===== src/design/ntc_pkg.sv =====
`default_nettype none

package ntc_pkg;

  localparam int SAMPLE_BITS_DEFAULT   = 12;
  localparam int LOG_FRAC_BITS_DEFAULT = 16;
  localparam int GUARD_BITS            = 8;
  localparam int ROM_FRAC              = 60;
  localparam int KELVIN_BITS           = 13;
  localparam int STATUS_BITS           = 2;
  localparam logic [KELVIN_BITS-1:0] KELVIN_MAX = 13'd6000;
  // 298.15 K in tenths (2981.5), doubled so it stays an integer
  localparam logic [12:0] BASE_TENTHS_X2 = 13'd5963;
  localparam int SCALE_K_BITS = 24;

  typedef enum logic [STATUS_BITS-1:0] {
    STATUS_OK           = 2'd0,
    STATUS_BAD_DIVIDER  = 2'd1,
    STATUS_ZERO_READING = 2'd2
  } status_t;

  typedef enum logic [2:0] {
    CS_IDLE,
    CS_CHECK,
    CS_LN,
    CS_RESID,
    CS_ROUND,
    CS_MUL,
    CS_SCALE,
    CS_FINISH
  } ctrl_state_t;

  typedef struct packed {
    logic capture;
    logic check;
    logic ln_step;
    logic ln_resid;
    logic round_en;
    logic mul_en;
    logic scale_en;
    logic out_load;
  } cmd_t;

  typedef struct packed {
    logic fault;
    logic last_step;
  } dp_status_t;

  // shift-subtract division, used only for elaboration-time constants
  function automatic logic [63:0] udiv64(input logic [63:0] num, input logic [63:0] den);
    logic [63:0] rem;
    logic [63:0] quo;
    rem = '0;
    quo = '0;
    for (int j = 63; j >= 0; j--) begin
      rem = {rem[62:0], num[j]};
      if (rem >= den) begin
        rem    = rem - den;
        quo[j] = 1'b1;
      end
    end
    return quo;
  endfunction

  // atanh(1/d) in Q60
  function automatic logic [63:0] atanh_inv(input logic [63:0] d);
    logic [63:0] zp;
    logic [63:0] s;
    logic [63:0] k;
    zp = udiv64(64'd1 << ROM_FRAC, d);
    s  = '0;
    k  = 64'd1;
    while (zp != 64'd0) begin
      s  = s + udiv64(zp, k);
      zp = udiv64(udiv64(zp, d), d);
      k  = k + 64'd2;
    end
    return s;
  endfunction

  function automatic logic [63:0] round_q60(input logic [63:0] x, input int w);
    int sh;
    sh = ROM_FRAC - w;
    return (x + (64'd1 << (sh - 1))) >> sh;
  endfunction

  // ln(1 + 2^-i) in Qw, entry 0 unused
  function automatic logic [63:0] ln_step_q(input int i, input int w);
    logic [63:0] x;
    x = '0;
    if (i != 0) begin
      x = round_q60(64'd2 * atanh_inv((64'd1 << (i + 1)) + 64'd1), w);
    end
    return x;
  endfunction

  function automatic logic [63:0] ln2_q(input int w);
    return round_q60(64'd2 * atanh_inv(64'd3), w);
  endfunction

  // round(10 * 2^16 / ln(25/24))
  function automatic logic [63:0] calc_scale_k();
    logic [63:0] ln_q40;
    ln_q40 = (64'd2 * atanh_inv(64'd49) + (64'd1 << 19)) >> 20;
    return udiv64((64'd10 << 56) + (ln_q40 >> 1), ln_q40);
  endfunction

  localparam logic [63:0] SCALE_K_FULL = calc_scale_k();
  localparam logic [SCALE_K_BITS-1:0] SCALE_K = SCALE_K_FULL[SCALE_K_BITS-1:0];

endpackage

`default_nettype wire


===== src/design/ntc_ln_unit.sv =====
`default_nettype none

// shift-and-add natural log: n = 2^k * m, then greedy product of (1 + 2^-i)
module ntc_ln_unit import ntc_pkg::*; #(
  parameter int SAMPLE_BITS   = SAMPLE_BITS_DEFAULT,
  parameter int LOG_FRAC_BITS = LOG_FRAC_BITS_DEFAULT,
  localparam int W  = LOG_FRAC_BITS + GUARD_BITS,
  localparam int NW = SAMPLE_BITS + 1,
  localparam int KB = $clog2(NW),
  localparam int IW = $clog2(W + 1),
  localparam int YW = W + KB + 1
) (
  input  wire logic          clk,
  input  wire logic          load,
  input  wire logic          step,
  input  wire logic          resid,
  input  wire logic [NW-1:0] n,
  input  wire logic [IW-1:0] shift_idx,
  input  wire logic [W-1:0]  step_val,
  output logic      [YW-1:0] y
);

  localparam logic [63:0]  Ln2Full = ln2_q(W);
  localparam logic [W-1:0] Ln2     = Ln2Full[W-1:0];

  logic [W:0]      m_r;
  logic [W:0]      p_r;
  logic [YW-1:0]   y_r;
  logic [KB-1:0]   k;
  logic [NW+W-1:0] norm;
  logic [KB+W-1:0] k_ln2;
  logic [W+1:0]    t;

  always_comb begin
    k = '0;
    for (int j = 0; j < NW; j++) begin
      if (n[j]) k = KB'(j);
    end
  end

  assign norm  = {n, {W{1'b0}}} >> k;
  assign k_ln2 = k * Ln2;
  assign t     = {1'b0, p_r} + ({1'b0, p_r} >> shift_idx);

  always_ff @(posedge clk) begin
    if (load) begin
      m_r <= norm[W:0];
      p_r <= {1'b1, {W{1'b0}}};
      y_r <= YW'(k_ln2);
    end else if (step) begin
      if (t <= {1'b0, m_r}) begin
        p_r <= t[W:0];
        y_r <= y_r + YW'(step_val);
      end
    end else if (resid) begin
      y_r <= y_r + YW'(m_r - p_r);
    end
  end

  assign y = y_r;

endmodule

`default_nettype wire


===== src/design/ntc_datapath.sv =====
`default_nettype none

module ntc_datapath import ntc_pkg::*; #(
  parameter int SAMPLE_BITS   = SAMPLE_BITS_DEFAULT,
  parameter int LOG_FRAC_BITS = LOG_FRAC_BITS_DEFAULT
) (
  input  wire logic                   clk,
  input  wire logic                   rst_n,
  input  wire cmd_t                   cmd,
  output dp_status_t                  status,
  input  wire logic [SAMPLE_BITS-1:0] sample_a,
  input  wire logic                   sample_a_ok,
  input  wire logic [SAMPLE_BITS-1:0] sample_b,
  input  wire logic                   sample_b_ok,
  output logic      [KELVIN_BITS-1:0] kelvin_tenths,
  output status_t                     status_code
);

  localparam int W  = LOG_FRAC_BITS + GUARD_BITS;
  localparam int NW = SAMPLE_BITS + 1;
  localparam int KB = $clog2(NW);
  localparam int IW = $clog2(W + 1);
  localparam int YW = W + KB + 1;
  localparam int LW = YW + 1 - GUARD_BITS;
  localparam int PW = LW + SCALE_K_BITS;
  localparam int VW = PW + 2;
  localparam int QS = LOG_FRAC_BITS + 16;
  localparam logic [VW-1:0] BaseV = VW'(BASE_TENTHS_X2) << (LOG_FRAC_BITS + 15);

  logic [SAMPLE_BITS-1:0] held_a_r;
  logic [SAMPLE_BITS-1:0] held_b_r;
  logic [IW-1:0]          step_cnt_r;
  logic                   lr_neg_r;
  logic [LW-1:0]          lr_mag_r;
  logic [PW-1:0]          prod_r;
  logic [KELVIN_BITS-1:0] res_kelvin_r;
  status_t                res_status_r;
  logic [KELVIN_BITS-1:0] out_kelvin_r;
  status_t                out_status_r;

  logic [W-1:0]               step_rom [W+1];
  logic signed [SAMPLE_BITS+1:0] d_s;
  logic                       zero_rd;
  logic                       bad_div;
  logic [YW-1:0]              y_a;
  logic [YW-1:0]              y_d;
  logic [YW-1:0]              l_mag;
  logic [YW:0]                l_rnd;
  logic [VW-1:0]              prod_ext;
  logic [VW-1:0]              v;
  logic [VW-1:0]              q;
  logic [KELVIN_BITS-1:0]     kelvin_calc;

  for (genvar g = 0; g <= W; g++) begin : g_rom
    localparam logic [63:0] StepQ = ln_step_q(g, W);
    assign step_rom[g] = StepQ[W-1:0];
  end

  assign d_s = $signed({1'b0, held_b_r, 1'b0}) - $signed({2'b00, held_a_r});
  assign zero_rd = (held_a_r == '0);
  assign bad_div = d_s[SAMPLE_BITS+1] || (d_s == '0);

  assign status.fault     = zero_rd || bad_div;
  assign status.last_step = (step_cnt_r == IW'(W));

  ntc_ln_unit #(
    .SAMPLE_BITS  (SAMPLE_BITS),
    .LOG_FRAC_BITS(LOG_FRAC_BITS)
  ) u_ln_a (
    .clk      (clk),
    .load     (cmd.check),
    .step     (cmd.ln_step),
    .resid    (cmd.ln_resid),
    .n        ({1'b0, held_a_r}),
    .shift_idx(step_cnt_r),
    .step_val (step_rom[step_cnt_r]),
    .y        (y_a)
  );

  ntc_ln_unit #(
    .SAMPLE_BITS  (SAMPLE_BITS),
    .LOG_FRAC_BITS(LOG_FRAC_BITS)
  ) u_ln_d (
    .clk      (clk),
    .load     (cmd.check),
    .step     (cmd.ln_step),
    .resid    (cmd.ln_resid),
    .n        (d_s[SAMPLE_BITS:0]),
    .shift_idx(step_cnt_r),
    .step_val (step_rom[step_cnt_r]),
    .y        (y_d)
  );

  // sign-magnitude ln(A) - ln(D), rounded half away from zero
  assign l_mag = (y_a >= y_d) ? (y_a - y_d) : (y_d - y_a);
  assign l_rnd = {1'b0, l_mag} + (YW + 1)'(1 << (GUARD_BITS - 1));

  assign prod_ext = VW'(prod_r);

  always_comb begin
    v = lr_neg_r ? (BaseV + prod_ext) : (BaseV - prod_ext);
    q = v >> QS;
    if (!lr_neg_r && (prod_ext >= BaseV)) begin
      kelvin_calc = '0;
    end else if (q > VW'(KELVIN_MAX)) begin
      kelvin_calc = KELVIN_MAX;
    end else begin
      kelvin_calc = q[KELVIN_BITS-1:0];
    end
  end

  always_ff @(posedge clk) begin
    if (!rst_n) begin
      held_a_r <= '0;
      held_b_r <= '0;
    end else if (cmd.capture) begin
      if (sample_a_ok) held_a_r <= sample_a;
      if (sample_b_ok) held_b_r <= sample_b;
    end
  end

  always_ff @(posedge clk) begin
    if (cmd.check) begin
      step_cnt_r   <= IW'(1);
      res_kelvin_r <= '0;
      if (zero_rd) begin
        res_status_r <= STATUS_ZERO_READING;
      end else if (bad_div) begin
        res_status_r <= STATUS_BAD_DIVIDER;
      end else begin
        res_status_r <= STATUS_OK;
      end
    end else if (cmd.ln_step) begin
      step_cnt_r <= step_cnt_r + IW'(1);
    end
    if (cmd.round_en) begin
      lr_neg_r <= (y_a < y_d);
      lr_mag_r <= l_rnd[YW:GUARD_BITS];
    end
    if (cmd.mul_en) begin
      prod_r <= lr_mag_r * SCALE_K;
    end
    if (cmd.scale_en) begin
      res_kelvin_r <= kelvin_calc;
    end
    if (cmd.out_load) begin
      out_kelvin_r <= res_kelvin_r;
      out_status_r <= res_status_r;
    end
  end

  assign kelvin_tenths = out_kelvin_r;
  assign status_code   = out_status_r;

endmodule

`default_nettype wire


===== config.mk =====
export PLATFORM = sky130hd
export DESIGN_NAME = ntc_datapath
export DESIGN_NICKNAME = d
export VERILOG_FILES = /design/src/design/ntc_pkg.sv /design/src/design/ntc_ln_unit.sv /design/src/design/ntc_datapath.sv
export SDC_FILE = /design/constraint.sdc
export NUM_CORES = 2
export LEC_CHECK = 0
export ABC_AREA = 1
export BUFFER_PORTS_ARGS = -buffer_cell sky130_fd_sc_hd__buf_2
export CORE_MARGIN = 1
export CORE_UTILIZATION = 50
export DETAILED_ROUTE_END_ITERATION = 7
export GPL_TIMING_DRIVEN = 0
export PLACE_DENSITY = 0.67
export SYNTH_ARGS = -nofsm -noshare
export SYNTH_HDL_FRONTEND = slang
export SYNTH_SLANG_ARGS = --single-unit

===== constraint.sdc =====
create_clock -name clk -period 6.5 [get_ports clk]
set_input_delay 0.65 -clock clk [delete_from_list [all_inputs] [get_ports clk]]
set_output_delay 0.65 -clock clk [all_outputs]
set_load 0.01 [all_outputs]

==> impl_metrics.py <==
metrics = {
    "status": {
        "status": "completed",
    },
    "synth": {
        "synth_top_cell_area_share_pct": 16.2,
        "ys_types": 65,
        "yosysWarningCount": 0,
        "synthArstFlopShare_pct": 0,
        "yosys.area.top_type": "ha_1",
        "synthTopCellsByArea": "ha_1 (16%), edfxtp_1 (14%), fa_1 (12%), nand2_1 (10%), inv_1 (9.2%)",
        "syn_area_sq_um": 39500,
        "seq_area_frac_synth_pct": 18.1,
        "synthTopCellsByCount": "nand2_1 (1081), inv_1 (968), ha_1 (511), nor2_1 (474), a21oi_1 (460)",
        "synth-adder-area-share_pct": 28.1,
        "synthFlopType": "edfxtp_1",
        "synth.most_common_cell": "nand2_1",
        "synth_top_family_by_area": "adder cells",
        "synthMuxAreaShare_pct": 0.607,
        "ys_ff_latch": 268,
        "synth-compound-area-share_pct": 16.3,
        "synth_edf_count": 181,
        "syn_inst": 5543,
        "synth_simple_gate_area_share_pct": 21.7,
        "avgSynthCellArea_sq_um": 7.13,
        "synthXorXnorAreaFrac_pct": 4.61,
    },
    "worst_setup_path": {
        "cp.required_ps": 6810,
        "arrival_ps": 6620,
        "cp-start-kind": "register",
        "r2r_cells": 24,
        "endpoint_kind": "register",
        "cp_max_fo": 6,
        "critPathKind": "reg2reg",
    },
    "final_layout": {
        "regArea_sq_um": 7180,
        "fill_cells": 7606,
        "areaGrowthSynthToFinish_pct": 10.9,
        "final_cells": 6795,
        "final_cell_area_sq_um": 43900,
        "final_nets": 6506,
        "multi_input_area_sq_um": 28800,
        "drive_gt1_share_pct": 8.29,
    },
    "place": {
        "gp_congestion": 1.04,
        "dp_hpwl_mm": 114,
        "place_ws_ps": -1870,
        "dp.cells": 6641,
        "postPlaceCellArea_sq_um": 41100,
        "io_buffers": 52,
    },
    "routing": {
        "drt-vias-per-instance": 5.65,
        "wl_per_cell_microns": 20.0,
        "drt_iter0_markers": 3489,
        "antenna_left": 0,
        "drc": 0,
        "drtPass1Iterations": 8,
        "wirelength_mm": 136,
        "vias": 38400,
    },
    "floorplanning": {
        "dieWidth_microns": 283,
        "die_height_microns": 283,
        "rows": 102,
        "io_pins": 53,
        "core_sq_um": 77800,
        "dieArea_sq_um": 80200,
        "start_util_pct": 50.8,
    },
    "hold_path": {
        "hold_path.class": "in2reg",
        "whs_path_depth": 3,
    },
    "grt": {
        "grt-ovfl-total": 0,
        "grt_pass1_wl_mm": 207,
        "first_global_vias": 36600,
        "antenna_found_initial": 2,
        "grtUsageTotal_pct": 33.0,
        "grt_max_degree": 47,
    },
    "clock_tree": {
        "cts_buffer_depth": 3,
        "clock-sinks": 268,
        "ctsRootBufferMaster": "clkbuf_16",
        "htree_levels": 2,
        "hold_buffers": 0,
        "worst_skew_pair.late_latency_ps": 590,
        "cts_made_buffers": 37,
        "cts_tree": "built",
        "clk_pin_slew_worst_paths_ps": 60,
    },
    "sta": {
        "drv_slew": 0,
        "fin_ws_ps": 185,
        "finalCritPeriodShare_pct": 97.2,
        "finalSetupViolCount": 0,
        "slew-limit-headroom_pct": 22.2,
        "worst_slew_pin_slew_ps": 1170,
        "hold_violations": 0,
        "fin_skew_ps": 47.4,
        "fmax_mhz": 158,
        "fin_crit_ps": 6320,
    },
    "job": {
        "maxCapViolations": 0,
    },
}
==> worst paths after layout <==
kind	slack, ps	start	end
worst max-delay path	180	lr_mag_r[2]	prod_r[43]
worst min register to register	410	res_kelvin_r[6]	kelvin_tenths[6]
worst max register to register	180	lr_mag_r[2]	prod_r[43]
worst min-delay path	330	sample_b[6]	held_b_r[6]
==> registers in the layout, indices dropped and copies added (netlist names), 16 cells and up <==
register,cells
u_ln_d.y,29
lr_mag_r,22
u_ln_a.p_r,25
prod_r,46
u_ln_d.m_r,16
u_ln_a.m_r,16
u_ln_a.y,29
u_ln_d.p_r,25
==> per-layer routing <==
metal  global-route usage [%]  wire [microns]  vias up
met5                        0              14        -
met4                     12.5            5980        2
met3                     3.33            8570      283
met2                     56.9           64900     1485
met1                     42.5           56500    18000
li1                         -               -    18600
==> critical path, stage by stage, from the launching register on <==
cell      delay, ps
edfxtp_1        520
fa_1            620
inv_1            80
fa_2            460
fa_1            550
inv_1            50
fa_1            460
fa_1            500
fa_1            530
inv_1            70
fa_1            500
inv_1            70
ha_4            300
nand2_1          80
nor2_2          130
inv_2            60
nor3_4          180
nand3_1          90
o21a_1          230
o21ai_2         190
nand2_1          80
nand2_2         100
nand3_2          70
nand2_2          80
xor2_2           70
==> kinds of logic (layout without fill, tap and decap cells) <==
logic type,count (synthesis),after routing
multiplexers,24,24
other,1,10
flip-flops,268,268
adder cells (fa/ha/maj),747,747
AND/OR/NAND/NOR,2038,2038
AO/OA/AOI/OAI,1160,1160
XOR/XNOR,205,205
buffers and inverters,1100,1303
==> layout make-up <==
cell class / count / area share [%]
multi-input cells: 4181 / 65.7
flip-flops and latches: 268 / 16.4
inverters: 987 / 8.47
well taps: 1040 / 2.97
clock buffers: 46 / 2.40
repair buffers: 135 / 2.07
plain buffers: 111 / 1.25
clock inverters: 22 / 0.702
repair inverters: 2 / 0.0342
diodes: 3 / 0.0171
==> stage by stage <==
stage / hold WS [ps] / utilization (%) / TNS, ps
final: 326 / 56.3 / 0
after global routing: 365 / 56.3 / -116
after global placement: 401 / 52.8 / -105100
after CTS: 315 / 55.3 / 0
after floorplan: 400 / - / 0
after detailed placement: 405 / 52.8 / -100370
==> what timing repair did <==
action	CTS	global route
setup buffers	47	37
pin swaps	5	67
endpoints found under the setup margin	123	90
resized for setup	69	150
cloned	2	0
==> cell usage in the layout, fill, tap and decap left out, drive strengths merged, types with 7 or more instances in the layout <==
cell,Yosys,layout
or2,21,21
o21ai,455,455
clkinvlp,0,8
o221ai,26,26
o211ai,49,49
clkbuf,75,119
dfxtp,87,87
buf,38,173
ha,511,511
nor3,71,71
nor4,30,30
mux2i,24,24
nand3,232,232
inv,981,983
fa,236,236
o22ai,21,21
nand3b,11,11
nor2,502,502
edfxtp,181,181
o21a,12,12
clkinv,6,14
xnor2,72,72
a21oi,462,462
nand4,54,54
a31oi,29,29
o21bai,33,33
xor2,133,133
conb,1,7
nand2,1106,1106
a21boi,16,16
a21o,23,23
Power is left out: the tool's default activity adds up to more than one toggle a clock period on the data nets, which glitch-free logic cannot reach.
