**config.mk**
```make
export PLATFORM = sky130hd
export DESIGN_NAME = ntc_ctrl
export DESIGN_NICKNAME = d
export VERILOG_FILES = /design/src/design/ntc_pkg.sv /design/src/design/ntc_ctrl.sv
export SDC_FILE = /design/constraint.sdc
export NUM_CORES = 1
export LEC_CHECK = 0
export ABC_AREA = 1
export BUFFER_PORTS_ARGS = -buffer_cell sky130_fd_sc_hd__buf_2
export CAP_MARGIN = 20
export CORE_AREA = 5 5 42 44
export CTS_CLUSTER_SIZE = 30
export DETAILED_ROUTE_END_ITERATION = 6
export DIE_AREA = 0 0 47 49
export SYNTH_ARGS = -nofsm -noshare
export SYNTH_HDL_FRONTEND = slang
export SYNTH_SLANG_ARGS = --single-unit
```
**constraint.sdc**
```tcl
create_clock -name clk -period 1.7 [get_ports clk]
set_input_delay 0.17 -clock clk [delete_from_list [all_inputs] [get_ports clk]]
set_output_delay 0.17 -clock clk [all_outputs]
set_load 0.1 [all_outputs]
```
**src/design/ntc_pkg.sv**
```systemverilog
`default_nettype none

package ntc_pkg;

  localparam int SAMPLE_BITS_DEFAULT   = 12;
  localparam int LOG_FRAC_BITS_DEFAULT = 16;
  localparam int GUARD_BITS            = 8;
  localparam int ROM_FRAC              = 60;
  localparam int KELVIN_BITS           = 13;
  localparam int STATUS_BITS           = 2;
  localparam logic [KELVIN_BITS-1:0] KELVIN_MAX = 13'd6000;
  // 298.15 K in tenths (2981.5), doubled so it stays an integer
  localparam logic [12:0] BASE_TENTHS_X2 = 13'd5963;
  localparam int SCALE_K_BITS = 24;

  typedef enum logic [STATUS_BITS-1:0] {
    STATUS_OK           = 2'd0,
    STATUS_BAD_DIVIDER  = 2'd1,
    STATUS_ZERO_READING = 2'd2
  } status_t;

  typedef enum logic [2:0] {
    CS_IDLE,
    CS_CHECK,
    CS_LN,
    CS_RESID,
    CS_ROUND,
    CS_MUL,
    CS_SCALE,
    CS_FINISH
  } ctrl_state_t;

  typedef struct packed {
    logic capture;
    logic check;
    logic ln_step;
    logic ln_resid;
    logic round_en;
    logic mul_en;
    logic scale_en;
    logic out_load;
  } cmd_t;

  typedef struct packed {
    logic fault;
    logic last_step;
  } dp_status_t;

  // shift-subtract division, used only for elaboration-time constants
  function automatic logic [63:0] udiv64(input logic [63:0] num, input logic [63:0] den);
    logic [63:0] rem;
    logic [63:0] quo;
    rem = '0;
    quo = '0;
    for (int j = 63; j >= 0; j--) begin
      rem = {rem[62:0], num[j]};
      if (rem >= den) begin
        rem    = rem - den;
        quo[j] = 1'b1;
      end
    end
    return quo;
  endfunction

  // atanh(1/d) in Q60
  function automatic logic [63:0] atanh_inv(input logic [63:0] d);
    logic [63:0] zp;
    logic [63:0] s;
    logic [63:0] k;
    zp = udiv64(64'd1 << ROM_FRAC, d);
    s  = '0;
    k  = 64'd1;
    while (zp != 64'd0) begin
      s  = s + udiv64(zp, k);
      zp = udiv64(udiv64(zp, d), d);
      k  = k + 64'd2;
    end
    return s;
  endfunction

  function automatic logic [63:0] round_q60(input logic [63:0] x, input int w);
    int sh;
    sh = ROM_FRAC - w;
    return (x + (64'd1 << (sh - 1))) >> sh;
  endfunction

  // ln(1 + 2^-i) in Qw, entry 0 unused
  function automatic logic [63:0] ln_step_q(input int i, input int w);
    logic [63:0] x;
    x = '0;
    if (i != 0) begin
      x = round_q60(64'd2 * atanh_inv((64'd1 << (i + 1)) + 64'd1), w);
    end
    return x;
  endfunction

  function automatic logic [63:0] ln2_q(input int w);
    return round_q60(64'd2 * atanh_inv(64'd3), w);
  endfunction

  // round(10 * 2^16 / ln(25/24))
  function automatic logic [63:0] calc_scale_k();
    logic [63:0] ln_q40;
    ln_q40 = (64'd2 * atanh_inv(64'd49) + (64'd1 << 19)) >> 20;
    return udiv64((64'd10 << 56) + (ln_q40 >> 1), ln_q40);
  endfunction

  localparam logic [63:0] SCALE_K_FULL = calc_scale_k();
  localparam logic [SCALE_K_BITS-1:0] SCALE_K = SCALE_K_FULL[SCALE_K_BITS-1:0];

endpackage

`default_nettype wire

```
**src/design/ntc_ctrl.sv**
```systemverilog
`default_nettype none

module ntc_ctrl import ntc_pkg::*; (
  input  wire logic       clk,
  input  wire logic       rst_n,
  input  wire logic       in_valid,
  output logic            in_ready,
  output logic            out_valid,
  input  wire logic       out_ready,
  input  wire dp_status_t status,
  output cmd_t            cmd
);

  ctrl_state_t state_r;
  ctrl_state_t state_nxt;
  logic        out_valid_r;
  logic        out_valid_nxt;
  logic        out_free;

  // output register can take a word this cycle
  assign out_free = !out_valid_r || out_ready;

  always_comb begin
    state_nxt = state_r;
    unique case (state_r)
      CS_IDLE:   if (in_valid) state_nxt = CS_CHECK;
      CS_CHECK:  state_nxt = status.fault ? CS_FINISH : CS_LN;
      CS_LN:     if (status.last_step) state_nxt = CS_RESID;
      CS_RESID:  state_nxt = CS_ROUND;
      CS_ROUND:  state_nxt = CS_MUL;
      CS_MUL:    state_nxt = CS_SCALE;
      CS_SCALE:  state_nxt = CS_FINISH;
      CS_FINISH: if (out_free) state_nxt = CS_IDLE;
      default:   state_nxt = CS_IDLE;
    endcase
  end

  always_comb begin
    cmd          = '0;
    in_ready     = 1'b0;
    unique case (state_r)
      CS_IDLE: begin
        // no word is taken while reset is held
        in_ready    = rst_n;
        cmd.capture = in_valid && rst_n;
      end
      CS_CHECK:  cmd.check    = 1'b1;
      CS_LN:     cmd.ln_step  = 1'b1;
      CS_RESID:  cmd.ln_resid = 1'b1;
      CS_ROUND:  cmd.round_en = 1'b1;
      CS_MUL:    cmd.mul_en   = 1'b1;
      CS_SCALE:  cmd.scale_en = 1'b1;
      CS_FINISH: cmd.out_load = out_free;
      default:   cmd          = '0;
    endcase
  end

  always_comb begin
    if (cmd.out_load) begin
      out_valid_nxt = 1'b1;
    end else if (out_ready) begin
      out_valid_nxt = 1'b0;
    end else begin
      out_valid_nxt = out_valid_r;
    end
  end

  always_ff @(posedge clk) begin
    if (!rst_n) begin
      state_r     <= CS_IDLE;
      out_valid_r <= 1'b0;
    end else begin
      state_r     <= state_nxt;
      out_valid_r <= out_valid_nxt;
    end
  end

  assign out_valid = out_valid_r;

endmodule

`default_nettype wire

```
==> results of run 1 <==
==> worst max-delay path, stage by stage (launching register included) <==
cell,delay [ns]
sky130_fd_sc_hd__dfxtp_1,0.36
sky130_fd_sc_hd__nor2_1,0.21
sky130_fd_sc_hd__nand2_1,0.13
sky130_fd_sc_hd__nor2_2,0.10
sky130_fd_sc_hd__buf_2,0.43
==> final cells by class <==
cell class / instances / area, sq um
repair buffers: 15 / 110
fillers: 159 / 946
flip-flops and latches: 4 / 80.1
multi-input cells: 34 / 185
well taps: 16 / 20.0
clock buffers: 3 / 22.5
inverters: 10 / 37.5
==> how the worst max path moves through the flow <==
| stage | startpoint | to | cells after the start |
|---|---|---|---|
| final | state_r[2]$_SDFFE_PN0P_ | in_ready | 4 |
| after global routing | state_r[2]$_SDFFE_PN0P_ | in_ready | 4 |
| after CTS | state_r[2]$_SDFFE_PN0P_ | in_ready | 4 |
| after detailed placement | state_r[2]$_SDFFE_PN0P_ | in_ready | 4 |
| after global placement | state_r[2]$_SDFFE_PN0P_ | in_ready | 4 |
| after floorplan | state_r[1]$_SDFFE_PN0P_ | cmd[1] | 4 |
==> power by group <==
part | total, W | switching [W] | internal [W] | leakage (nW)
combinational | 0.000522 | 0.000418 | 0.000103 | 0.196
sequential | 0.000150 | 0.0000340 | 0.000116 | 0.0330
clock | 0.000117 | 0.0000384 | 0.0000789 | 0.0138
total | 0.000789 | 0.000491 | 0.000298 | 0.243
==> stage by stage <==
stage	utilization (%)	total power, W
after floorplan	-	0.000583
after global placement	30.5	0.000663
after detailed placement	30.5	0.000671
after CTS	32.1	0.000793
after global routing	32.5	0.000843
final	32.5	0.000789
==> synthesized netlist by cell type (all sizes together) <==
cell type / count
nor3: 2
a21oi: 1
o21a: 1
nand3: 4
nand2: 10
nand4: 1
nor2: 14
a31oi: 1
inv: 10
buf: 1
dfxtp: 4
==> cells by family after synthesis <==
kind of cell | count (synthesis) | share of synthesized area (%)
AND/OR/NAND/NOR | 31 | 50.4
buffers and inverters | 11 | 15.5
flip-flops | 4 | 27.6
AO/OA/AOI/OAI | 3 | 6.47
==> state kept, by name, summed over array words and instances (netlist names) <==
name / flops
out_valid: 1
state_r: 3
==> routing by layer <==
| metal | part of all wire, % | track usage, % | routed length [um] |
|---|---|---|---|
| met4 | 0 | 2.76 | 0 |
| met2 | 46 | 10.4 | 340 |
| met3 | 11 | 6.64 | 82 |
| met1 | 43 | 7.69 | 313 |
| met5 | 0 | 0 | 0 |
==> flow_results.org, run 1 <==
** Run status
- The run finished with clean final reports.

** Final layout
- Fraction of final layout cells with drive strength greater than 1 :: 45.5%
- Leaving out fill and tap cells, the most frequent cell in the layout is sky130_fd_sc_hd__buf_2.
- Area Overhead vs Synth :: 56.9%
- Top library cells by usage in the layout, fill and taps aside :: sky130_fd_sc_hd__buf_2 (11), sky130_fd_sc_hd__inv_1 (9), sky130_fd_sc_hd__nor2_1 (8), sky130_fd_sc_hd__nand2_1 (8)
- The number of antenna diodes in the final layout is 0.
- In the final design database the tool counted 74 nets.
- The finished cells cover approximately 460 sq um.
- Number of cells in the finished layout apart from fillers :: 82

** STA
- Setup repair after global routing left no endpoint under its margin.
- On the final layout, the worst hold slack is about 0.19 ns.
- The worst path uses between 90 and 100% of the clock period.
- Setup violations remaining at the end of the flow were counted as 0.
- On the final layout, the worst clock skew is 0.00396 ns.
- Final Worst Setup Slack :: 0.0669 ns
- Worst rel slew slack :: around two thirds
- Based on the critical path, the design can be clocked at up to 612 MHz.
- For the pin with the worst max-slew slack, the measured transition is slightly below 0.5 ns.
- The hold violation total from the final report was 0.
- The final count of pins violating max slew was 0.
- Min Clock Period, post-route :: between 1.5 and 2 ns
- Post-route setup TNS :: 0 ns

** Clocking
- Worst skew pair latency :: 0.24 ns
- Maximum level of the CTS H-tree :: 1
- Clock Path Buffers :: 2
- Clk Tree Root Cell :: sky130_fd_sc_hd__clkbuf_4
- Clock edge transition at the registers on the reported setup and hold paths :: ~0.04 ns
- CTS tree :: done
- Clock sinks :: 4
- In this run, CTS created clock tree buffers numbering 3.
- Cts hold-fix bufs :: 0
- Gates resized, CTS repair :: 0
- Once the clock tree was built, the setup fixing pass inserted 0 buffers.

** Pwr
- Dividing total power by cell area gives a power density of 1730 mW/mm^2.
- Summed over all cells, the static leakage comes to 0.243 nW.
- Largest voltage drop on the vdd net :: 0.000613 V

** Drt
- Detailed routing inserted a total of approximately 340 vias.
- After detailed routing, the average wire length per cell comes to 8.96 um.
- After detailed routing, the number of vias per cell comes to 4.16.
- First drt pass iteration count :: 1
- Violation count after the first detailed-routing iteration :: 0
- Sum of routed wire length over all layers :: roughly 740 um
- For this run, design rule violations remaining after detail routing come to 0.
- In this run the remaining antenna-violating nets after routing total 0.

** Synthesis
- Net Count, Synth :: 55
- During synthesis, Yosys emitted a total of 0 warnings.
- In this run, distinct cell masters in the synthesized netlist total 16.
- Share of Yosys cell area claimed by the top area cell type :: 27.6%
- Synthesis inferred 4 register bits.
- By area the synthesized netlist is led by sky130_fd_sc_hd__dfxtp_1 (28%), sky130_fd_sc_hd__nor2_1 (16%), sky130_fd_sc_hd__inv_1 (12%), sky130_fd_sc_hd__nand2_1 (10%), sky130_fd_sc_hd__nand3_1 (5.2%).
- Per-instance average area after synthesis :: 5.92 sq um
- In the synthesized netlist, the number of instances is 49.
- The share of the Yosys chip area taken by registers is between 20 and 30%.
- Summed instance area of the synthesized netlist :: approximately 290 sq um
- The largest total area in the synthesized netlist belongs to sky130_fd_sc_hd__dfxtp_1.

** Setup path
- STA puts the critical path data required time at approximately 1.5 ns.
- Reg-to-reg critical path startpoint :: state_r[2]$_SDFFE_PN0P_
- The worst register-to-register path ends at state_r[0]$_SDFFE_PN0P_.
- Worst R2R Path Depth :: 7
- Element type at the critical path end :: output pin
- STA classifies the critical path startpoint as a register.
- STA puts the critical path data arrival time at 1.46 ns.
- Worst setup path category :: reg2out
- Crit-path max FO :: 5
- Register-to-register path setup slack :: 0.56 ns

** Job
- Across the run, the number of max-cap violations was 0.

** Global routing
- The number of antenna violations at the first check in global routing is 0.
- Largest net degree at the start of global routing :: 7
- Summed over all layers, the global routing overflow is 0.
- Wire length of the first global-routing pass :: 1.20 mm
- The via count of the first global-routing pass was 309.
- Global-route usage over all layers :: 7.39%

** Min path
- The worst hold path terminates at out_valid$_SDFFE_PN0P_.
- The path class of the tightest hold or removal check is in2reg.
- Along the worst hold path, the cell count comes to 2.
- The worst hold path begins at rst_n.

** Placement
- The HPWL after detailed placement is around 600 um.
- OpenSTA, run right after detailed placement, puts the worst setup slack at 0.322 ns.
- Counting tap cells, the placed design contains a total of 79 instances.
- Dpl cell area :: 428 sq um
- The congestion estimate from routability-driven global placement came to 0.707.
- IO Port Bufs :: 15

** Floorplanning
- The core region is 0.00140 sq mm.
- Die Area :: 0.00230 sq mm
- Die height :: 49 um
- The die is 47 um wide.
- For this configuration, the core starts out at a cell density of 20.7%.
- Number of top-level pins :: 16
- Std cell rows :: 14
Note: power is estimated with default switching activity, not from simulation.
==> inputs of run 2 (changes only) <==
--- a/config.mk
+++ b/config.mk
@@ -12,6 +12,7 @@
 export CTS_CLUSTER_SIZE = 30
 export DETAILED_ROUTE_END_ITERATION = 6
 export DIE_AREA = 0 0 47 49
+export MAX_ROUTING_LAYER = met4
 export SYNTH_ARGS = -nofsm -noshare
 export SYNTH_HDL_FRONTEND = slang
 export SYNTH_SLANG_ARGS = --single-unit
==> constraint.sdc (replaced) <==
create_clock -name clk -period 1.7 [get_ports clk]
set_input_delay 0.085 -clock clk [delete_from_list [all_inputs] [get_ports clk]]
set_output_delay 0.085 -clock clk [all_outputs]
set_load 0.1 [all_outputs]
==> run 2 against run 1 <==
Combinational power decreased by 4.4%. Critical endpoint is now cmd[0]. Non-clock buffer count unchanged. Die area is the same. Clock-buffer cell count did not move. Routed wire length shrank 8.8%.
==> flow_results.org, run 2 (same netlist as run 1, synthesis figures left out) <==
** Run status
- Run status :: finished, final reports clean

** Setup path
- Type of origin of the critical path :: register
- Worst path required time :: 1.62 ns (+0.09 ns)
- The worst setup path is captured at an output pin.
- Library cell contributing the largest single delay on the critical path :: sky130_fd_sc_hd__dfxtp_1
- Arrival @ worst endpoint :: 1.47 ns (about the same)
- The worst setup path is of the reg2out kind.
- Delay of the slowest critical-path stage :: 0.42 ns (about the same)
- Traced cell by cell, the critical path runs through inv_2 -> nor2_4 -> inv_1 -> nor2_1 -> buf_2.
- Crit-path max FO :: 6 (+1)

** Drt
- The remaining antenna violation count after routing came to 0 (unchanged).
- The ratio of routed vias to standard cells is 4.12 (-0.88%).
- Average wire per cell in the routed design :: 8.17 um (-8.8%)
- Number of design rule violations left after detail routing :: 0 (unchanged)
- Via count :: 338 (-0.88%)
- First drt pass iteration count :: 3 (+2)
- Sum of routed wire length over all layers :: 670 um (-8.8%)
- The number of DRC markers in iteration 0 was 2 (+2).

** Min path
- The min-delay analysis places its worst path in the category in2reg.

** Final layout
- Number of nets in the finished design :: 74 (unchanged)
- Ranked by flip-flop count, first place goes to state_r.
- Flip-flop count of the largest register after layout :: 3 (unchanged)
- Area Overhead vs Synth :: 45.7%
- Flip-flop and latch area :: 80.1 sq um (unchanged)
- The area of the multi-input gates is 185 sq um (unchanged).
- Fraction of final layout cells with drive strength greater than 1 :: 45.5% (unchanged)
- Most frequent standard cell in the layout excluding fill and tap cells :: sky130_fd_sc_hd__buf_2
- Top library cells by usage in the layout, fill and taps aside :: sky130_fd_sc_hd__buf_2 (14), sky130_fd_sc_hd__inv_1 (9), sky130_fd_sc_hd__nor2_1 (8), sky130_fd_sc_hd__nand2_1 (8), sky130_fd_sc_hd__nor2_2 (5)
- The number of fill cells was 170 (+6.9%).
- The total inserted antenna cells came to 0 (unchanged).

** Floorplanning
- Number of top-level pins :: 16 (unchanged)
- Die height :: 49 um (unchanged)
- Effective utilization at floorplan :: 20.7% (unchanged)
- The area of the die is 0.00230 sq mm (unchanged).
- The core outline area was 0.00140 sq mm (unchanged).
- Std cell rows :: 14 (unchanged)
- The die outline width was 47 um (unchanged).

** Clocking
- The TritonCTS buffer count is 3 (unchanged).
- Clock sinks :: 4 (unchanged)
- Maximum level of the CTS H-tree :: 1 (unchanged)
- The clock transition at the register clock pins on the worst setup and hold paths after CTS is 0.04 ns (about the same).
- Clock Path Buffers :: 2 (unchanged)
- The cell sitting at the root of the clock tree is a sky130_fd_sc_hd__clkbuf_4.
- The clock insertion delay at the later pin of the skew report is 0.23 ns (about the same).
- CTS tree :: done

** Placement
- The routability congestion estimate came to 0.710 (+0.50%).
- The post-place setup slack came to 0.354 ns (+0.0322 ns).
- Detailed Place HPWL :: 605 um (+0.13%)
- IO Port Bufs :: 15 (unchanged)

** STA
- Setup violations, final :: 0 (unchanged)
- The clock skew is 0.000143 ns (-0.00381 ns).
- Min Clock Period, post-route :: 1.55 ns (-0.0784 ns)
- Setup repair after global routing left no endpoint under its margin.
- Share of the clock period used by the worst path after layout :: 91.5% (-4.6 points)
- The hold violation total from the final report is 0 (unchanged).
- Actual slew at the worst max-slew pin :: 0.487 ns (-0.0000219 ns)
- The total negative setup slack came to 0 ns (unchanged).
- Max Fclk :: 643 MHz (+5.0%)
- Max Slew Vio Count :: 0 (unchanged)
- Final Worst Setup Slack :: 0.145 ns (+0.0784 ns)
- The worst max-slew margin expressed relative to the limit came to 67.8% (about the same).

** Pwr
- The leakage power came to 0.238 nW (-2.1%).
- The maximum vdd ir drop was 0.000443 V (-28%).
- Power density over the cells :: 1790 mW/mm^2 (+3.6%)

** Global routing
- The first-pass GRT wire length is 1.15 mm (-4.6%).
- Number of antenna violations at the first check in global routing :: 0 (unchanged)
- The sum of overflow across all layers after global routing was 0 (unchanged).
- The largest net degree at the start of global routing was 7 (unchanged).
- The global routing usage summed across all routing layers was 6.93% (-0.46 points).
- The via count of the first global-routing pass was 305 (-1.3%).

** Job
- Max-capacitance violation count :: 0 (unchanged)
run 2: changes by cell type in the layout (fill, tap and decap cells not counted):
cell / previous run / this run
sky130_fd_sc_hd__buf_12: 2 / 0
sky130_fd_sc_hd__buf_2: 11 / 14
sky130_fd_sc_hd__clkbuf_4: 5 / 4
run 2: path summary, 6_finish.rpt:
kind | start | to | slack [ns] | cells past startpoint
worst max register to register | state_r[2]$_SDFFE_PN0P_ | state_r[0]$_SDFFE_PN0P_ | 0.58 | 7
worst max-delay path | state_r[2]$_SDFFE_PN0P_ | cmd[0] | 0.15 | 5
worst min register to register | state_r[0]$_SDFFE_PN0P_ | state_r[2]$_SDFFE_PN0P_ | 0.58 | 2
worst min-delay path | rst_n | out_valid$_SDFFE_PN0P_ | 0.13 | 2
run 2: worst max-delay path: cells and delay by family (launching register included):
kind,cells,cell delay (ns)
flops,1,0.42
buf+inv,3,0.60
simple gates,2,0.21
run 2: per-stage QoR:
stage               instances  hold slack (ns)  total power [W]  utilization (%)  area (sq um)
finish                     82            0.126         0.000759             30.2           423
floorplan                  49            0.203         0.000583                -           310
CTS                        82            0.118         0.000769             30.0           420
global placement           79            0.359         0.000649             28.4           398
global route               82            0.131         0.000821             30.2           423
detailed placement         79            0.358         0.000649             28.4           398
run 2: layout make-up:
type | instances | area share [%]
Inverter | 10 | 8.88
Sequential cell | 4 | 18.9
Tap cell | 16 | 4.73
Timing Repair Buffer | 15 | 18.3
Multi-Input combinational cell | 34 | 43.8
Clock buffer | 3 | 5.33
run 2: metal layers:
layer	track usage, %	wire [um]	vias to the layer above
met2	10.2	322	8
met4	4.15	0	0
met3	2.21	67	0
li1	-	-	184
met1	7.91	280	146
met5	-	0	-
run 2: power breakdown:
group / leakage [nW] / internal [W] / switching [W] / total (W)
registers: 0.0330 / 0.000116 / 0.0000303 / 0.000146
clock network: 0.0138 / 0.0000787 / 0.0000353 / 0.000114
logic: 0.191 / 0.0000877 / 0.000411 / 0.000499
total: 0.238 / 0.000282 / 0.000477 / 0.000759
run 2: timing repair:
action | in CTS | in global routing
hold buffers | 0 | 0
gates resized for setup | 0 | 1
setup endpoints to repair | 0 | 1
buffers inserted | 0 | 0
==> inputs of run 3 (changes only) <==
--- a/config.mk
+++ b/config.mk
@@ -13,6 +13,7 @@
 export DETAILED_ROUTE_END_ITERATION = 6
 export DIE_AREA = 0 0 47 49
 export MAX_ROUTING_LAYER = met4
+export SLEW_MARGIN = 10
 export SYNTH_ARGS = -nofsm -noshare
 export SYNTH_HDL_FRONTEND = slang
 export SYNTH_SLANG_ARGS = --single-unit
==> constraint.sdc (replaced) <==
create_clock -name clk -period 1.97 [get_ports clk]
set_input_delay 0.0985 -clock clk [delete_from_list [all_inputs] [get_ports clk]]
set_output_delay 0.0985 -clock clk [all_outputs]
set_load 0.1 [all_outputs]
==> run 3 against run 2 <==
Die area did not move. Non-clock buffer count did not move. Worst hold slack got worse by 0.0014 ns. Worst setup slack improved by 0.25 ns. Register-to-register slack improved by 0.28 ns. Largest cell class unchanged. Largest power group unchanged.
==> flow_results.org, run 3 (same netlist as run 1, synthesis figures left out) <==
** Drt
- The routed length per placed instance was 8.76 um (+7.2%).
- The number of DRC markers in iteration 0 is 3 (+1).
- The total number of vias was 336 (-0.59%).
- Antenna-violating nets left :: 0 (unchanged)
- Sum of routed wire length over all layers :: 718 um (+7.2%)
- The ratio of routed vias to standard cells came to 4.10 (-0.59%).
- The number of iterations in the first detailed-routing pass came to 4 (+1).
- Number of design rule violations left after detail routing :: 0 (unchanged)

** Clocking
- The number of sinks on the clock net is 4 (unchanged).
- Worst skew pair latency :: 0.23 ns (about the same)
- CTS tree :: done
- Clk Tree Root Cell :: sky130_fd_sc_hd__clkbuf_4
- Cts hold-fix bufs :: 0 (unchanged)
- The buffer depth of the longest clock path is 2 (unchanged).
- The number of H-tree levels is 1 (unchanged).
- The count of cells resized by post-cts repair was 0 (unchanged).
- The post-CTS setup buffer count came to 0 (unchanged).
- The clock transition at the register clock pins on the worst setup and hold paths after CTS came to 0.04 ns (about the same).
- Number of buffers added by the clock tree synthesis step :: 3 (unchanged)

** Pwr
- Largest voltage drop on the vdd net :: 0.000471 V (+6.4%)
- Leakage dissipation :: 0.239 nW (+0.52%)
- The power per cell area is 1580 mW/mm^2 (-12%).

** STA
- Share of the clock period used by the worst path after layout :: between 80% and 90%
- Min Clock Period, post-route :: 1.58 ns
- The hold violation total from the final report came to 0 (unchanged).
- Final Worst Setup Slack :: 0.391 ns (+0.246 ns)
- Worst-case clock skew :: 0.00130 ns (+0.00115 ns)
- Max Fclk :: roughly 630 MHz
- The final setup violation count was 0 (unchanged).
- Max Slew Vio Count :: 0 (unchanged)
- The worst max-slew margin expressed relative to the limit is 67.6% (-0.13 points).
- The worst-margin pin slew was 0.489 ns (+0.00197 ns).
- Unrepaired setup endpoints after global routing :: false
- The worst hold-check slack came to 0.125 ns (-0.00144 ns).

** Final layout
- Number of nets in the finished design :: 74 (unchanged)
- Number of cells in the finished layout apart from fillers :: 82 (unchanged)
- The area of all placed cells without fillers is 410 sq um (-3.0%).
- Fraction of final layout cells with drive strength greater than 1 :: 39.4% (-6.1 points)
- Top register by number of flip-flops :: state_r
- Final cell utilization of the core :: 29.3% (-0.89 points)
- Top library cells by usage in the layout, fill and taps aside :: sky130_fd_sc_hd__buf_2 (15), sky130_fd_sc_hd__nor2_1 (12), sky130_fd_sc_hd__inv_1 (9)
- Most frequent standard cell in the layout excluding fill and tap cells :: sky130_fd_sc_hd__buf_2
- Area Overhead vs Synth :: 41.4%
- Flip-flop count of the largest register after layout :: 3 (unchanged)
- The total inserted antenna cells came to 0 (unchanged).
- Final-layout fill cell count :: 163 (-4.1%)

** Setup path
- Among cell families on the critical path, the largest total delay comes from buffers and inverters.
- Walking the worst path, the cells encountered are nand2_2 -> nor2_4 -> inv_1 -> nor2_1 -> buf_2.
- The setup path with the least slack is of type reg2out.
- The data arrival time of the worst path came to 1.48 ns (about the same).
- Worst R2R Path Depth :: 7 (unchanged)
- STA classifies the critical path endpoint as an output pin.
- Reg-to-reg critical path startpoint :: state_r[0]$_SDFFE_PN0P_
- Delay of the slowest critical-path stage :: 0.44 ns (+0.02 ns)
- For this design, the slowest cell found on the critical path is sky130_fd_sc_hd__dfxtp_1.
- Register-to-register path setup slack :: 0.86 ns (+0.28 ns)
- FF-to-FF End :: state_r[0]$_SDFFE_PN0P_
- STA classifies the critical path startpoint as a register.
- The critical-path maximum fanout came to 6 (unchanged).
- The data required time of the worst path is 1.87 ns (+0.25 ns).
- Buffers plus inverters on the worst setup path :: 2 (-1)

** Min path
- The depth of the worst hold-timing path was 2 (unchanged).
- Endpoint, Worst Hold :: out_valid$_SDFFE_PN0P_
- The path class of the tightest hold or removal check is in2reg.
- Launch instance of the worst min-delay path :: rst_n

** Run status
- The flow ran to the end, and the final reports show no timing, DRC or antenna violations.

** Placement
- The number of port buffers was 15 (unchanged).
- Pre-CTS setup slack :: 0.612 ns (+0.258 ns)
- The HPWL after detailed placement is 610 um (+0.86%).
- Routability congestion estimate :: 0.766 (+7.8%)
- The instance area after placement was 388 sq um (-2.5%).
- Number of instances in the placed design :: 79 (unchanged)

** Floorplanning
- The count of standard-cell rows came to 14 (unchanged).
- The effective utilization at floorplan is 20.7% (unchanged).
- The I/O pin count is 16 (unchanged).
- Die Area :: 0.00230 sq mm (unchanged)
- Core Area :: 0.00140 sq mm (unchanged)
- Die height :: 49 um (unchanged)
- The die outline width came to 47 um (unchanged).

** Global routing
- The sum of overflow across all layers after global routing is 0 (unchanged).
- The global routing usage summed across all routing layers came to 7.94% (+1.0 points).
- The largest net degree at the start of global routing was 7 (unchanged).
- The first-pass GRT wire length came to 1.33 mm (+16%).
- Number of antenna violations at the first check in global routing :: 0 (unchanged)
- Number of global-route vias before repair :: 323 (+5.9%)

** Job
- The number of max-cap violations was 0 (unchanged).
==> run 3: cell types whose count changed in the layout (fill, tap and decap cells not counted) <==
cell and change:
sky130_fd_sc_hd__buf_2 +1, sky130_fd_sc_hd__nor2_2 -4, sky130_fd_sc_hd__nor2_1 +4, sky130_fd_sc_hd__clkbuf_4 -1
==> run 3: per-stage QoR <==
step / setup TNS, ns / total power (W)
floorplan: -0.0204 / 0.000493
global placement: 0 / 0.000550
detailed placement: 0 / 0.000554
CTS: 0 / 0.000658
global route: 0 / 0.000699
finish: 0 / 0.000648
==> run 3: area by class of cell <==
cell class	instances	area, sq um	area share (%)
Timing Repair Buffer	15	75.1	18.3
Inverter	10	37.5	9.15
Multi-Input combinational cell	34	175	42.7
Sequential cell	4	80.1	19.5
Clock buffer	3	22.5	5.49
Tap cell	16	20.0	4.88
==> run 3: worst max-delay path by stage <==
stage	startpoint	end	depth (start not counted)
after detailed placement	state_r[0]$_SDFFE_PN0P_	cmd[0]	5
final	state_r[0]$_SDFFE_PN0P_	cmd[0]	5
after global placement	state_r[0]$_SDFFE_PN0P_	cmd[0]	5
after global routing	state_r[0]$_SDFFE_PN0P_	cmd[0]	5
after floorplan	state_r[1]$_SDFFE_PN0P_	cmd[1]	4
after CTS	state_r[0]$_SDFFE_PN0P_	cmd[0]	5
==> run 3: layer usage <==
metal	track usage, %	share of wire, %	vias up
li1	-	-	185
met1	10.1	40	140
met2	11.1	47	11
met3	5.54	12	0
met4	0	0	0
met5	-	0	-
==> run 3: worst reg2reg max path, stage by stage (launching register included) <==
cell                      delay (ns)
sky130_fd_sc_hd__dfxtp_1        0.44
sky130_fd_sc_hd__nand2_2        0.12
sky130_fd_sc_hd__nor2_4         0.12
sky130_fd_sc_hd__nand2_2        0.07
sky130_fd_sc_hd__nand3_1        0.10
sky130_fd_sc_hd__nand2_1        0.06
sky130_fd_sc_hd__inv_1          0.06
sky130_fd_sc_hd__nor2_2         0.03
==> run 3: power breakdown <==
| part | internal, W | switching (W) |
|---|---|---|
| registers | 0.0000999 | 0.0000269 |
| clock network | 0.0000680 | 0.0000315 |
| logic | 0.0000718 | 0.000350 |
